### src/rtl/sdrt_pkg.sv
// sdrt_pkg: shared types and constants of the sigma-delta rtd thermometer
// used by sigma_delta_rtd_thermometer
`timescale 1ns / 1ps

package sdrt_pkg;

  // default moving-average depth
  localparam int unsigned AVG_DEPTH_DEF = 20;

  // field widths
  localparam int unsigned WIN_W      = 21;
  localparam int unsigned MV_W       = 12;
  localparam int unsigned OHM_W      = 16;
  localparam int unsigned AVG_W      = 16;
  localparam int unsigned TEMP_W     = 18;
  localparam int unsigned AVG_FRAC_W = 4;

  // stream and config port widths
  localparam int unsigned IN_TDATA_W  = 8;
  localparam int unsigned OUT_TDATA_W = 88;
  localparam int unsigned OUT_TUSER_W = 2;
  localparam int unsigned CFG_IDX_W   = 2;

  // register indexes
  localparam logic [CFG_IDX_W-1:0] REG_WINDOW_LENGTH = 2'd0;
  localparam logic [CFG_IDX_W-1:0] REG_FULL_SCALE_MV = 2'd1;
  localparam logic [CFG_IDX_W-1:0] REG_SENSE_OHMS    = 2'd2;

  // register reset values
  localparam logic [WIN_W-1:0] WINDOW_LENGTH_RST = 21'd1300000;
  localparam logic [MV_W-1:0]  FULL_SCALE_RST    = 12'd3300;
  localparam logic [OHM_W-1:0] SENSE_OHMS_RST    = 16'd1000;

  // saturation limits
  localparam logic [MV_W-1:0]  MV_MAX  = '1;
  localparam logic [OHM_W-1:0] OHM_MAX = '1;

  // shift-add multiplier
  localparam int unsigned MUL_A_W = 30;
  localparam int unsigned MUL_B_W = 16;
  localparam int unsigned MUL_P_W = MUL_A_W + MUL_B_W;

  // inverse callendar-van dusen constants, discriminant scaled by 4e18
  localparam logic [MUL_A_W-1:0] D_SLOPE = 30'd577500000;
  localparam int unsigned RAD_W  = 46;
  localparam int unsigned ROOT_W = RAD_W / 2;
  localparam logic [RAD_W-1:0]  D_BASE   = 46'd70339235560000;
  localparam logic [ROOT_W-1:0] A_SCALED = 23'd7816600;
  localparam int unsigned TDIV_W = 8;
  localparam logic [TDIV_W-1:0] TEMP_DIV  = 8'd231;
  localparam logic [TDIV_W-1:0] TEMP_HALF = 8'd115;

  // serial divider defaults
  localparam int unsigned DIV_NUM_W_DEF = 37;
  localparam int unsigned DIV_DEN_W_DEF = 21;

  // conversion sequencer
  typedef enum logic [3:0] {
    ST_IDLE,
    ST_MUL_MV,
    ST_DIV_MV,
    ST_RING,
    ST_DIV_AVG,
    ST_MUL_R,
    ST_DIV_R,
    ST_MUL_D,
    ST_SQRT,
    ST_DIV_T,
    ST_OUT
  } state_e;

  // sequencer strobes
  typedef struct packed {
    logic in_ready;
    logic out_load;
    logic mul_load;
    logic mul_step;
    logic div_start;
    logic sqrt_start;
  } ctrl_t;

endpackage

### src/rtl/sdrt_div.sv
// sdrt_div: restoring divider, one quotient bit per cycle
// no package dependency; widths come from the instantiating module
`timescale 1ns / 1ps

module sdrt_div #(
  parameter int unsigned NUM_W = 37,
  parameter int unsigned DEN_W = 21
) (
  input  logic             clk_i,
  input  logic             rst_ni,
  input  logic             start_i,
  input  logic [NUM_W-1:0] num_i,
  input  logic [DEN_W-1:0] den_i,
  output logic             done_o,
  output logic [NUM_W-1:0] quo_o
);

  localparam int unsigned CNT_W = $clog2(NUM_W + 1);

  logic [NUM_W-1:0] sh_q, sh_d;
  logic [DEN_W-1:0] rem_q, rem_d;
  logic [DEN_W-1:0] den_q, den_d;
  logic [CNT_W-1:0] cnt_q, cnt_d;
  logic             busy_q, busy_d;
  logic             done_q, done_d;
  logic [DEN_W:0]   trial;
  logic             fits;

  // one restoring step: shift in the next numerator bit, subtract if it fits
  always_comb begin
    trial  = {rem_q, sh_q[NUM_W-1]};
    fits   = trial >= {1'b0, den_q};
    sh_d   = sh_q;
    rem_d  = rem_q;
    den_d  = den_q;
    cnt_d  = cnt_q;
    busy_d = busy_q;
    done_d = 1'b0;
    if (start_i) begin
      sh_d   = num_i;
      rem_d  = '0;
      den_d  = den_i;
      cnt_d  = CNT_W'(NUM_W);
      busy_d = 1'b1;
    end else if (busy_q) begin
      rem_d  = fits ? DEN_W'(trial - {1'b0, den_q}) : trial[DEN_W-1:0];
      sh_d   = {sh_q[NUM_W-2:0], fits};
      cnt_d  = cnt_q - CNT_W'(1);
      busy_d = cnt_q != CNT_W'(1);
      done_d = cnt_q == CNT_W'(1);
    end
  end

  // control registers
  always_ff @(posedge clk_i or negedge rst_ni) begin
    if (!rst_ni) begin
      cnt_q  <= '0;
      busy_q <= 1'b0;
      done_q <= 1'b0;
    end else begin
      cnt_q  <= cnt_d;
      busy_q <= busy_d;
      done_q <= done_d;
    end
  end

  // datapath registers
  always_ff @(posedge clk_i) begin
    sh_q  <= sh_d;
    rem_q <= rem_d;
    den_q <= den_d;
  end

  assign done_o = done_q;
  assign quo_o  = sh_q;

endmodule

### src/rtl/sdrt_sqrt.sv
// sdrt_sqrt: integer square root, one root bit per cycle
// no package dependency; radicand width comes from the instantiating module
`timescale 1ns / 1ps

module sdrt_sqrt #(
  parameter int unsigned RAD_W = 46
) (
  input  logic               clk_i,
  input  logic               rst_ni,
  input  logic               start_i,
  input  logic [RAD_W-1:0]   rad_i,
  output logic               done_o,
  output logic [RAD_W/2-1:0] root_o
);

  localparam int unsigned ROOT_W = RAD_W / 2;
  localparam int unsigned CNT_W  = $clog2(ROOT_W + 1);

  logic [RAD_W-1:0]  rad_q, rad_d;
  logic [ROOT_W:0]   rem_q, rem_d;
  logic [ROOT_W-1:0] root_q, root_d;
  logic [CNT_W-1:0]  cnt_q, cnt_d;
  logic              busy_q, busy_d;
  logic              done_q, done_d;
  logic [ROOT_W+2:0] cat;
  logic [ROOT_W+2:0] trial;
  logic              fits;

  // bring down two radicand bits, try root*4+1 against the remainder
  always_comb begin
    cat    = {rem_q, rad_q[RAD_W-1:RAD_W-2]};
    trial  = (ROOT_W+3)'({root_q, 2'b01});
    fits   = cat >= trial;
    rad_d  = rad_q;
    rem_d  = rem_q;
    root_d = root_q;
    cnt_d  = cnt_q;
    busy_d = busy_q;
    done_d = 1'b0;
    if (start_i) begin
      rad_d  = rad_i;
      rem_d  = '0;
      root_d = '0;
      cnt_d  = CNT_W'(ROOT_W);
      busy_d = 1'b1;
    end else if (busy_q) begin
      rad_d  = {rad_q[RAD_W-3:0], 2'b00};
      rem_d  = fits ? (ROOT_W+1)'(cat - trial) : (ROOT_W+1)'(cat);
      root_d = {root_q[ROOT_W-2:0], fits};
      cnt_d  = cnt_q - CNT_W'(1);
      busy_d = cnt_q != CNT_W'(1);
      done_d = cnt_q == CNT_W'(1);
    end
  end

  // control registers
  always_ff @(posedge clk_i or negedge rst_ni) begin
    if (!rst_ni) begin
      cnt_q  <= '0;
      busy_q <= 1'b0;
      done_q <= 1'b0;
    end else begin
      cnt_q  <= cnt_d;
      busy_q <= busy_d;
      done_q <= done_d;
    end
  end

  // datapath registers
  always_ff @(posedge clk_i) begin
    rad_q  <= rad_d;
    rem_q  <= rem_d;
    root_q <= root_d;
  end

  assign done_o = done_q;
  assign root_o = root_q;

endmodule

### src/rtl/sigma_delta_rtd_thermometer.sv
// A sample that closes no window gives its item next cycle, one per cycle while output is free.
// A window-closing sample starts a conversion whose length is set by NW, the numerator width
// of the bit-serial divider, with the 16-step shift-add multiplier and, on the rtd channel,
// the one-bit-per-cycle root.
// No input item is taken while a window conversion is in progress.
// Reset (async, active low) clears counters, rings, totals and averages and restores registers.
`timescale 1ns / 1ps

module sigma_delta_rtd_thermometer #(
  parameter int unsigned AVG_DEPTH = sdrt_pkg::AVG_DEPTH_DEF
) (
  input  logic                              clk_i,
  input  logic                              rst_ni,
  // slave side
  input  logic                              s_axis_tvalid_i,
  output logic                              s_axis_tready_o,
  // tdata: [0] comparator_bit, [7:1] zero
  input  logic [sdrt_pkg::IN_TDATA_W-1:0]   s_axis_tdata_i,
  // master side
  output logic                              m_axis_tvalid_o,
  input  logic                              m_axis_tready_i,
  // tdata: [0] feedback_level, [1] active_channel, [13:2] conv_mv, [29:14] avg_rtd_mv,
  // [45:30] avg_sense_mv, [61:46] rtd_ohms, [79:62] temperature_centi, [80] ratio_error
  output logic [sdrt_pkg::OUT_TDATA_W-1:0]  m_axis_tdata_o,
  // tuser: [0] conversion_done, [1] conv_channel
  output logic [sdrt_pkg::OUT_TUSER_W-1:0]  m_axis_tuser_o,
  // configuration writes
  input  logic                              cfg_valid_i,
  output logic                              cfg_ready_o,
  input  logic [sdrt_pkg::CFG_IDX_W-1:0]    cfg_index_i,
  input  logic [sdrt_pkg::WIN_W-1:0]        cfg_data_i
);

  localparam int unsigned WIN_W   = sdrt_pkg::WIN_W;
  localparam int unsigned MV_W    = sdrt_pkg::MV_W;
  localparam int unsigned OHM_W   = sdrt_pkg::OHM_W;
  localparam int unsigned AVG_W   = sdrt_pkg::AVG_W;
  localparam int unsigned TEMP_W  = sdrt_pkg::TEMP_W;
  localparam int unsigned ROOT_W  = sdrt_pkg::ROOT_W;
  localparam int unsigned MUL_A_W = sdrt_pkg::MUL_A_W;
  localparam int unsigned MUL_B_W = sdrt_pkg::MUL_B_W;
  localparam int unsigned MUL_P_W = sdrt_pkg::MUL_P_W;
  localparam int unsigned TOT_W   = $clog2(AVG_DEPTH * ((1 << MV_W) - 1) + 1);
  localparam int unsigned POS_W   = (AVG_DEPTH > 1) ? $clog2(AVG_DEPTH) : 1;
  localparam int unsigned MCNT_W  = $clog2(MUL_B_W);
  localparam int unsigned DIV_NW  = (TOT_W + 20 > 33) ? TOT_W + 20 : 33;
  localparam int unsigned DIV_DW  = (TOT_W > WIN_W) ? TOT_W : WIN_W;
  localparam int unsigned TNUM_W  = ROOT_W + 5;
  localparam logic [MCNT_W-1:0] MUL_LAST = MCNT_W'(MUL_B_W - 1);
  localparam logic [POS_W-1:0]  POS_LAST = POS_W'(AVG_DEPTH - 1);

  sdrt_pkg::state_e state_q, state_d;
  sdrt_pkg::ctrl_t  ctrl;
  logic             first_q;

  // configuration registers
  logic [WIN_W-1:0] win_q;
  logic [MV_W-1:0]  fs_q;
  logic [OHM_W-1:0] so_q;

  // window and ring state
  logic [WIN_W-1:0] cnt_q, ones_q;
  logic             chan_q;
  logic [POS_W-1:0] pos_q;
  logic [MV_W-1:0]  rtd_ring_q [AVG_DEPTH];
  logic [MV_W-1:0]  sns_ring_q [AVG_DEPTH];
  logic [AVG_DEPTH-1:0] rtd_vld_q, sns_vld_q;
  logic [TOT_W-1:0] rtd_tot_q, sns_tot_q;
  logic [AVG_W-1:0] avg_rtd_q, avg_sns_q;

  // conversion payload
  logic              bit_q, conv_ch_q, err_q, neg_q;
  logic [MV_W-1:0]   mv_q;
  logic [OHM_W-1:0]  ohms_q;
  logic [TEMP_W-1:0] temp_q;
  logic [ROOT_W-1:0] mag_q;

  // multiplier
  logic [MUL_A_W-1:0] mul_a_q, mul_a_sel;
  logic [MUL_B_W-1:0] mul_b_sel;
  logic [MUL_P_W-1:0] prod_q, prod_d;
  logic [MUL_A_W:0]   mul_sum;
  logic [MCNT_W-1:0]  mul_cnt_q;

  // shared divider and root
  logic              div_done, sqrt_done;
  logic [DIV_NW-1:0] div_num, div_quo;
  logic [DIV_DW-1:0] div_den;
  logic [sdrt_pkg::RAD_W-1:0] sqrt_rad;
  logic [ROOT_W-1:0] sqrt_root;

  // output register
  logic                             out_vld_q;
  logic [sdrt_pkg::OUT_TDATA_W-1:0] out_data_q, out_data_d;
  logic [sdrt_pkg::OUT_TUSER_W-1:0] out_user_q, out_user_d;

  // per-sample window logic
  logic             in_acc, in_bit, close, out_free;
  logic [WIN_W-1:0] cnt_nx, ones_nx;
  logic [MV_W-1:0]  rtd_old, sns_old;
  logic [TOT_W-1:0] conv_tot;
  logic [TNUM_W-1:0] temp_num;
  logic              root_gt;
  logic [TEMP_W-1:0] quo_t;

  assign in_bit   = s_axis_tdata_i[0];
  assign in_acc   = s_axis_tvalid_i && s_axis_tready_o;
  assign ones_nx  = ones_q + WIN_W'(in_bit);
  assign cnt_nx   = cnt_q + WIN_W'(1);
  assign close    = (cnt_nx >= win_q) || (cnt_nx == '0);
  assign out_free = !out_vld_q || m_axis_tready_i;

  // ring read at the current position, never-written entries read as zero
  assign rtd_old  = rtd_vld_q[pos_q] ? rtd_ring_q[pos_q] : '0;
  assign sns_old  = sns_vld_q[pos_q] ? sns_ring_q[pos_q] : '0;
  assign conv_tot = conv_ch_q ? sns_tot_q : rtd_tot_q;

  // temperature numerator |a - s|*10 + half divisor
  assign temp_num = TNUM_W'({mag_q, 3'b000}) + TNUM_W'({mag_q, 1'b0})
                  + TNUM_W'(sdrt_pkg::TEMP_HALF);
  assign root_gt  = sqrt_root > sdrt_pkg::A_SCALED;
  assign quo_t    = TEMP_W'(div_quo);

  // next state
  always_comb begin
    state_d = state_q;
    case (state_q)
      sdrt_pkg::ST_IDLE: begin
        if (in_acc && close) state_d = sdrt_pkg::ST_MUL_MV;
      end
      sdrt_pkg::ST_MUL_MV: begin
        if (!first_q && mul_cnt_q == MUL_LAST) state_d = sdrt_pkg::ST_DIV_MV;
      end
      sdrt_pkg::ST_DIV_MV: begin
        if (div_done) state_d = sdrt_pkg::ST_RING;
      end
      sdrt_pkg::ST_RING: begin
        state_d = sdrt_pkg::ST_DIV_AVG;
      end
      sdrt_pkg::ST_DIV_AVG: begin
        if (div_done) begin
          if (conv_ch_q)             state_d = sdrt_pkg::ST_OUT;
          else if (sns_tot_q == '0)  state_d = sdrt_pkg::ST_MUL_D;
          else                       state_d = sdrt_pkg::ST_MUL_R;
        end
      end
      sdrt_pkg::ST_MUL_R: begin
        if (!first_q && mul_cnt_q == MUL_LAST) state_d = sdrt_pkg::ST_DIV_R;
      end
      sdrt_pkg::ST_DIV_R: begin
        if (div_done) state_d = sdrt_pkg::ST_MUL_D;
      end
      sdrt_pkg::ST_MUL_D: begin
        if (!first_q && mul_cnt_q == MUL_LAST) state_d = sdrt_pkg::ST_SQRT;
      end
      sdrt_pkg::ST_SQRT: begin
        if (sqrt_done) state_d = sdrt_pkg::ST_DIV_T;
      end
      sdrt_pkg::ST_DIV_T: begin
        if (div_done) state_d = sdrt_pkg::ST_OUT;
      end
      sdrt_pkg::ST_OUT: begin
        if (out_free) state_d = sdrt_pkg::ST_IDLE;
      end
      default: state_d = sdrt_pkg::ST_IDLE;
    endcase
  end

  // sequencer strobes
  always_comb begin
    ctrl = '0;
    case (state_q)
      sdrt_pkg::ST_IDLE: begin
        ctrl.in_ready = out_free;
        ctrl.out_load = out_free && s_axis_tvalid_i && !close;
      end
      sdrt_pkg::ST_MUL_MV, sdrt_pkg::ST_MUL_R, sdrt_pkg::ST_MUL_D: begin
        ctrl.mul_load = first_q;
        ctrl.mul_step = !first_q;
      end
      sdrt_pkg::ST_DIV_MV, sdrt_pkg::ST_DIV_AVG, sdrt_pkg::ST_DIV_R,
      sdrt_pkg::ST_DIV_T: begin
        ctrl.div_start = first_q;
      end
      sdrt_pkg::ST_SQRT: begin
        ctrl.sqrt_start = first_q;
      end
      sdrt_pkg::ST_OUT: begin
        ctrl.out_load = out_free;
      end
      default: ctrl = '0;
    endcase
  end

  // multiplier operands and shift-add step
  always_comb begin
    case (state_q)
      sdrt_pkg::ST_MUL_MV: begin
        mul_a_sel = MUL_A_W'(ones_q);
        mul_b_sel = MUL_B_W'(fs_q);
      end
      sdrt_pkg::ST_MUL_R: begin
        mul_a_sel = MUL_A_W'(rtd_tot_q);
        mul_b_sel = so_q;
      end
      default: begin
        mul_a_sel = sdrt_pkg::D_SLOPE;
        mul_b_sel = ohms_q;
      end
    endcase
    mul_sum = {1'b0, prod_q[MUL_P_W-1:MUL_B_W]}
            + (prod_q[0] ? {1'b0, mul_a_q} : '0);
    prod_d  = {mul_sum, prod_q[MUL_B_W-1:1]};
  end

  // divider operands
  always_comb begin
    case (state_q)
      sdrt_pkg::ST_DIV_MV: begin
        div_num = DIV_NW'(prod_q);
        div_den = DIV_DW'(cnt_q);
      end
      sdrt_pkg::ST_DIV_AVG: begin
        div_num = DIV_NW'({conv_tot, {sdrt_pkg::AVG_FRAC_W{1'b0}}});
        div_den = DIV_DW'(AVG_DEPTH);
      end
      sdrt_pkg::ST_DIV_R: begin
        div_num = DIV_NW'({prod_q, {sdrt_pkg::AVG_FRAC_W{1'b0}}});
        div_den = DIV_DW'(sns_tot_q);
      end
      default: begin
        div_num = DIV_NW'(temp_num);
        div_den = DIV_DW'(sdrt_pkg::TEMP_DIV);
      end
    endcase
  end

  assign sqrt_rad = sdrt_pkg::D_BASE - prod_q;

  sdrt_div #(
    .NUM_W (DIV_NW),
    .DEN_W (DIV_DW)
  ) u_div (
    .clk_i   (clk_i),
    .rst_ni  (rst_ni),
    .start_i (ctrl.div_start),
    .num_i   (div_num),
    .den_i   (div_den),
    .done_o  (div_done),
    .quo_o   (div_quo)
  );

  sdrt_sqrt #(
    .RAD_W (sdrt_pkg::RAD_W)
  ) u_sqrt (
    .clk_i   (clk_i),
    .rst_ni  (rst_ni),
    .start_i (ctrl.sqrt_start),
    .rad_i   (sqrt_rad),
    .done_o  (sqrt_done),
    .root_o  (sqrt_root)
  );

  // result item, plain sample or finished conversion
  always_comb begin
    if (state_q == sdrt_pkg::ST_OUT) begin
      out_data_d = sdrt_pkg::OUT_TDATA_W'({err_q, temp_q, ohms_q, avg_sns_q, avg_rtd_q,
                                           mv_q, chan_q, bit_q});
      out_user_d = {conv_ch_q, 1'b1};
    end else begin
      out_data_d = sdrt_pkg::OUT_TDATA_W'({1'b0, {TEMP_W{1'b0}}, {OHM_W{1'b0}}, avg_sns_q,
                                           avg_rtd_q, {MV_W{1'b0}}, chan_q, in_bit});
      out_user_d = '0;
    end
  end

  // control state, counters, rings bookkeeping
  always_ff @(posedge clk_i or negedge rst_ni) begin
    if (!rst_ni) begin
      state_q   <= sdrt_pkg::ST_IDLE;
      first_q   <= 1'b0;
      win_q     <= sdrt_pkg::WINDOW_LENGTH_RST;
      fs_q      <= sdrt_pkg::FULL_SCALE_RST;
      so_q      <= sdrt_pkg::SENSE_OHMS_RST;
      cnt_q     <= '0;
      ones_q    <= '0;
      chan_q    <= 1'b0;
      pos_q     <= '0;
      rtd_vld_q <= '0;
      sns_vld_q <= '0;
      rtd_tot_q <= '0;
      sns_tot_q <= '0;
      avg_rtd_q <= '0;
      avg_sns_q <= '0;
      mul_cnt_q <= '0;
      out_vld_q <= 1'b0;
    end else begin
      state_q <= state_d;
      first_q <= state_d != state_q;

      // register writes
      if (cfg_valid_i) begin
        case (cfg_index_i)
          sdrt_pkg::REG_WINDOW_LENGTH: win_q <= cfg_data_i;
          sdrt_pkg::REG_FULL_SCALE_MV: fs_q  <= cfg_data_i[MV_W-1:0];
          sdrt_pkg::REG_SENSE_OHMS:    so_q  <= cfg_data_i[OHM_W-1:0];
          default: ;
        endcase
      end

      // count the sample; a closing window keeps its divisor in cnt_q
      if (in_acc) begin
        ones_q <= ones_nx;
        cnt_q  <= (cnt_nx == '0) ? WIN_W'(1) : cnt_nx;
      end

      // ring push, total update, channel swap
      if (state_q == sdrt_pkg::ST_RING) begin
        ones_q <= '0;
        cnt_q  <= '0;
        chan_q <= !chan_q;
        if (!chan_q) begin
          rtd_tot_q        <= rtd_tot_q - TOT_W'(rtd_old) + TOT_W'(mv_q);
          rtd_vld_q[pos_q] <= 1'b1;
        end else begin
          sns_tot_q        <= sns_tot_q - TOT_W'(sns_old) + TOT_W'(mv_q);
          sns_vld_q[pos_q] <= 1'b1;
          pos_q            <= (pos_q == POS_LAST) ? '0 : pos_q + POS_W'(1);
        end
      end

      // new moving average
      if (state_q == sdrt_pkg::ST_DIV_AVG && div_done) begin
        if (conv_ch_q) avg_sns_q <= AVG_W'(div_quo);
        else           avg_rtd_q <= AVG_W'(div_quo);
      end

      // multiplier step counter
      if (ctrl.mul_load)      mul_cnt_q <= '0;
      else if (ctrl.mul_step) mul_cnt_q <= mul_cnt_q + MCNT_W'(1);

      // output register
      if (ctrl.out_load)        out_vld_q <= 1'b1;
      else if (m_axis_tready_i) out_vld_q <= 1'b0;
    end
  end

  // ring storage
  always_ff @(posedge clk_i) begin
    if (state_q == sdrt_pkg::ST_RING) begin
      if (!chan_q) rtd_ring_q[pos_q] <= mv_q;
      else         sns_ring_q[pos_q] <= mv_q;
    end
  end

  // conversion payload
  always_ff @(posedge clk_i) begin
    if (in_acc) bit_q <= in_bit;

    if (ctrl.mul_load) begin
      mul_a_q <= mul_a_sel;
      prod_q  <= MUL_P_W'(mul_b_sel);
    end else if (ctrl.mul_step) begin
      prod_q  <= prod_d;
    end

    if (state_q == sdrt_pkg::ST_DIV_MV && div_done) begin
      mv_q <= (div_quo > DIV_NW'(sdrt_pkg::MV_MAX)) ? sdrt_pkg::MV_MAX : div_quo[MV_W-1:0];
    end

    if (state_q == sdrt_pkg::ST_RING) conv_ch_q <= chan_q;

    // sense conversions carry no resistance; zero sense saturates with a flag
    if (state_q == sdrt_pkg::ST_DIV_AVG && div_done) begin
      if (conv_ch_q) begin
        ohms_q <= '0;
        temp_q <= '0;
        err_q  <= 1'b0;
      end else if (sns_tot_q == '0) begin
        ohms_q <= sdrt_pkg::OHM_MAX;
        err_q  <= 1'b1;
      end else begin
        err_q  <= 1'b0;
      end
    end

    if (state_q == sdrt_pkg::ST_DIV_R && div_done) begin
      ohms_q <= (div_quo > DIV_NW'(sdrt_pkg::OHM_MAX)) ? sdrt_pkg::OHM_MAX
                                                      : div_quo[OHM_W-1:0];
    end

    // sign and magnitude of a - s
    if (state_q == sdrt_pkg::ST_SQRT && sqrt_done) begin
      neg_q <= root_gt;
      mag_q <= root_gt ? sqrt_root - sdrt_pkg::A_SCALED : sdrt_pkg::A_SCALED - sqrt_root;
    end

    // rounded quotient, halves away from zero
    if (state_q == sdrt_pkg::ST_DIV_T && div_done) begin
      temp_q <= neg_q ? (~quo_t + TEMP_W'(1)) : quo_t;
    end

    if (ctrl.out_load) begin
      out_data_q <= out_data_d;
      out_user_q <= out_user_d;
    end
  end

  assign s_axis_tready_o = ctrl.in_ready;
  assign m_axis_tvalid_o = out_vld_q;
  assign m_axis_tdata_o  = out_data_q;
  assign m_axis_tuser_o  = out_user_q;
  assign cfg_ready_o     = 1'b1;

  // ones never outrun samples between windows
  a_ones_le_count: assert property (@(posedge clk_i) disable iff (!rst_ni)
    (state_q == sdrt_pkg::ST_IDLE) |-> (ones_q <= cnt_q))
    else $error("ones count exceeds sample count");

  // ring position stays inside the ring
  a_pos_range: assert property (@(posedge clk_i) disable iff (!rst_ni)
    pos_q <= POS_LAST)
    else $error("ring position out of range");

  // every ring push swaps the channel
  a_chan_swap: assert property (@(posedge clk_i) disable iff (!rst_ni)
    (state_q == sdrt_pkg::ST_RING) |=> (chan_q != $past(chan_q)))
    else $error("channel did not alternate after a conversion");

  // a ratio error only on an rtd conversion with saturated resistance
  a_err_sat: assert property (@(posedge clk_i) disable iff (!rst_ni)
    (state_q == sdrt_pkg::ST_OUT && err_q) |-> (ohms_q == sdrt_pkg::OHM_MAX && !conv_ch_q))
    else $error("ratio error without saturated rtd resistance");

  // no new item is taken while a window conversion runs
  a_no_accept_busy: assert property (@(posedge clk_i) disable iff (!rst_ni)
    (state_q != sdrt_pkg::ST_IDLE) |-> !in_acc)
    else $error("item accepted during a conversion");

endmodule
### config.mk
export PLATFORM = sky130hd
export DESIGN_NAME = sigma_delta_rtd_thermometer
export DESIGN_NICKNAME = d
export VERILOG_FILES = /design/src/rtl/sdrt_pkg.sv /design/src/rtl/sdrt_div.sv /design/src/rtl/sdrt_sqrt.sv /design/src/rtl/sigma_delta_rtd_thermometer.sv
export SDC_FILE = /design/constraint.sdc
export NUM_CORES = 2
export LEC_CHECK = 0
export BUFFER_PORTS_ARGS = -buffer_cell sky130_fd_sc_hd__buf_2
export CORE_ASPECT_RATIO = 0.5
export CORE_MARGIN = 1
export CORE_UTILIZATION = 50
export CTS_CLUSTER_DIAMETER = 150
export DETAILED_ROUTE_END_ITERATION = 8
export PLACE_DENSITY = 0.67
export SETUP_SLACK_MARGIN = 0.15
export SLEW_MARGIN = 20
export SYNTH_ARGS = -nofsm -noshare
export SYNTH_HDL_FRONTEND = slang
export SYNTH_SLANG_ARGS = --single-unit
### constraint.sdc
create_clock -name clk_i -period 8.79 [get_ports clk_i]
set_input_delay 0 -clock clk_i [delete_from_list [all_inputs] [get_ports clk_i]]
set_output_delay 0 -clock clk_i [all_outputs]
set_load 0.1 [all_outputs]
==> impl_metrics.tcl <==
set metrics [dict create \
    drt_iter0_drc 3668 \
    synthAdderAreaFrac_pct 5.330 \
    yosys.area_share.simple_pct 10.32 \
    worst-path-max-fanout 59 \
    synth.distinct_cells 88 \
    max_cap_violations 0 \
    cpPeakStageDelay_ps 1040 \
    synth-edff-count 778 \
    start_util_pct 50.99 \
    grt_max_degree 87 \
    ant_nets 0 \
    rsz0062_at_grt "false" \
    synth_compound_area_share_pct 11.28 \
    setup_violations 0 \
    stdcell_count 6049 \
    tns_ps 0 \
    synth_cells 4430 \
    yosys.area.top_type "edfxtp_1" \
    vdd_drop_max_v 0.0002737 \
    synthMuxAreaShare_pct 8.802 \
    stdcell_area_um2 60260 \
    synth_ff_type "edfxtp_1" \
    cp_slowest_cell "dfrtp_4" \
    viasPerCell 6.005 \
    root_buffer "clkbuf_16" \
    postSynth.asyncResetShare_pct 20.65 \
    slew_viol_final 0 \
    cts_htree_levels 3 \
    fin_util_pct 56.76 \
    cts_resized 0 \
    dr.pass1.iters 7 \
    synth_top_family_by_area "compound AO/OA/AOI/OAI gates" \
    hold_class "primary input to flop" \
    rows 84 \
    fill_cells 8655 \
    hpwl_um 95060 \
    power_leakage_uw 0.02142 \
    endpoint_kind "flop" \
    num_vias 36330 \
    fp.dieW_um 467.3 \
    syn_avg_cell_area_um2 12.22 \
    timing_worst_setup_path_type "flop to flop" \
    fin_crit_sh_pct 68.32 \
    critical_path_required_ps 9460 \
    clk_path_buf_depth 3 \
    grt_pass1_vias 34860 \
    yosys-top-cells-area "edfxtp_1, dfrtp_1, mux4_2" \
    fin_crit_ps 6006 \
    power_density_nw_per_um2 296.9 \
    worstMarginPinSlew_ps 1128 \
    grt_usage_pct 25.51 \
    netlist_area_um2 54130 \
    cts_setup_buffers 0 \
    die_h_um 234.7 \
    dp_cells 5817 \
    drc 0 \
    ys_seq_area_share_pct 57.37 \
    clk_pin_slew_worst_paths_ps 70 \
    final_cell_mix "edfxtp_1, nand2_1, nor2_1" \
    port_buffers 113 \
    overflow 0 \
    placed_area_um2 56350 \
    grt_pass1_wl_um 213400 \
    worst_clock_skew_ps 51.62 \
    ys_warn_count 0 \
    synth.top_cell.area_share_pct 43.16 \
    drive_above_1_share_pct 15.25 \
    cts_tree "built" \
    worstPathArrival_ps 6680 \
    fin_nets 4795 \
    design.core.area_um2 106200 \
    clk_latency_ps 740 \
    dieArea_um2 109700 \
    wire_per_inst_um 23.26 \
    max_freq_mhz 166.5 \
    start_kind "flop" \
    hold_viol 0 \
    wl_um 140700 \
    ios 129 \
    crit_chain "buf_4 > mux4_2 > mux2_2 > a22oi_1 > nor2_1 > a221oi_1 > nor2_1 > fa_1 > inv_1 > ha_1 > a21o_1 > a21oi_1 > o21ai_0 > o311ai_1 > a21oi_1 > or4b_1 > nand3_1" \
    status "complete, no violations" \
    final_common_cell "edfxtp_1" \
    cts.sinks 1104 \
    cts_buffers 98 \
    ys_seq_elements 1104 \
    synthXorXnorAreaFrac_pct 3.365 \
    relSlewSlack_pct 24.35 \
    place.gp.congestion 0.9096 \
    syn_to_final_growth_pct 11.31 \
    antenna_found_initial 1 \
]
[layout make-up]
class                   count  area [um2]  share of cell area, %
clock inverters            52       715.7                  1.188
flip-flops and latches   1104       31060                  51.55
well taps                1419        1775                  2.946
clock buffers             132        2701                  4.483
multi-input cells        2844       21280                  35.32
inverters                 235       882.1                  1.464
repair buffers            261        1832                  3.040
diodes                      2       5.005               0.008306
[stage by stage]
step           hold WS, ps  worst slack (ps)  power (uW)
2_1_floorplan       -295.6              1808       11810
3_3_place_gp         90.73              2932       13140
3_5_place_dp         94.04              2819       13290
4_1_cts              32.92              2686       17890
5_1_grt              47.58              2321       18780
6_report             73.73              2784       17890
[flip-flops by register name, indices dropped and copies added, names as in the netlist, 18 cells and up]
| signal | flops |
|---|---|
| win_q | 21 |
| mul_a_q | 22 |
| m_axis_tdata_o | 81 |
| rtd_ring_q | 240 |
| u_sqrt.root_o | 23 |
| ones_q | 21 |
| u_div.quo_o | 37 |
| u_sqrt.rad_q | 46 |
| cnt_q | 21 |
| u_sqrt.rem_q | 24 |
| temp_q | 18 |
| u_div.rem_q | 21 |
| rtd_vld_q | 20 |
| prod_q | 46 |
| sns_vld_q | 20 |
| sns_ring_q | 240 |
| u_div.den_q | 21 |
| mag_q | 23 |
[synthesized netlist by cell type, drive strengths merged (9+ instances only)]
master   count
a2111oi      9
a211oi      24
a21boi      10
a21o        46
a21oi      183
a221o       11
a221oi      45
a222oi      14
a22o        34
a22oi       45
a31oi       37
and2        39
and3        68
buf         55
clkbuf     198
dfrtp      207
dfstp       21
dfxtp       98
edfxtp     778
fa          26
ha         189
inv        233
mux2        90
mux2i       80
mux4       131
nand2      364
nand2b      32
nand3       88
nand4       33
nor2       330
nor2b       21
nor3        60
nor4        23
o211ai      18
o21a        46
o21ai      290
o21bai       9
o31a        10
o31ai       22
or2         51
or3         25
or4         12
xnor2      126
xor2        82
[worst max-delay path, delay by kind of cell (launching register included)]
| kind | cells | cell delay [ps] |
|---|---|---|
| AO/OA/AOI/OAI | 7 | 1870 |
| adder cells (fa/ha/maj) | 2 | 820 |
| buffers and inverters | 2 | 660 |
| flip-flops | 1 | 1040 |
| multiplexers | 2 | 680 |
| AND/OR/NAND/NOR | 4 | 840 |
[metal layers]
layer	wire, um	GRT usage, %	vias up
li1	-	-	16620
met4	3033	6.041	0
met3	10280	4.860	176
met1	63640	37.72	18270
met5	0	0	-
met2	63730	38.90	1259
[logic make-up (layout without fill, tap and decap cells)]
family          count (synthesis)  in the layout
flops                        1104           1104
fa+ha+maj                     215            215
xor+xnor                      208            208
buf+inv                       488            680
compound gates                934            934
other cells                     2             10
mux                           301            301
simple gates                 1178           1178
[path summary, 6_finish.rpt]
path | from | end | slack [ps] | cells after the start
worst max-delay path | pos_q[1] | sns_tot_q[16] | 2780 | 17
worst min-delay path | cfg_data_i[11] | fs_q[11] | 70 | 3
worst max register to register | pos_q[1] | sns_tot_q[16] | 2780 | 17
worst min register to register | avg_sns_q[10] | m_axis_tdata_o[40] | 440 | 0
max in group asynchronous | rst_ni | u_div.cnt_q[2] | 7120 | 4
min in group asynchronous | rst_ni | sns_tot_q[12] | 310 | 3
[timing repair]
item,in CTS,in global routing
endpoints found under the setup margin,0,0
hold endpoints to repair,175,0
hold buffers,46,0
[where the power goes]
part	switching, uW	leakage, uW	internal [uW]
clock	2040	0.00165	2550
sequential	856	0.00917	6410
combinational	3990	0.0106	2050
total	6890	0.0214	11000
No activity file was read; power rests on OpenSTA's default activity.
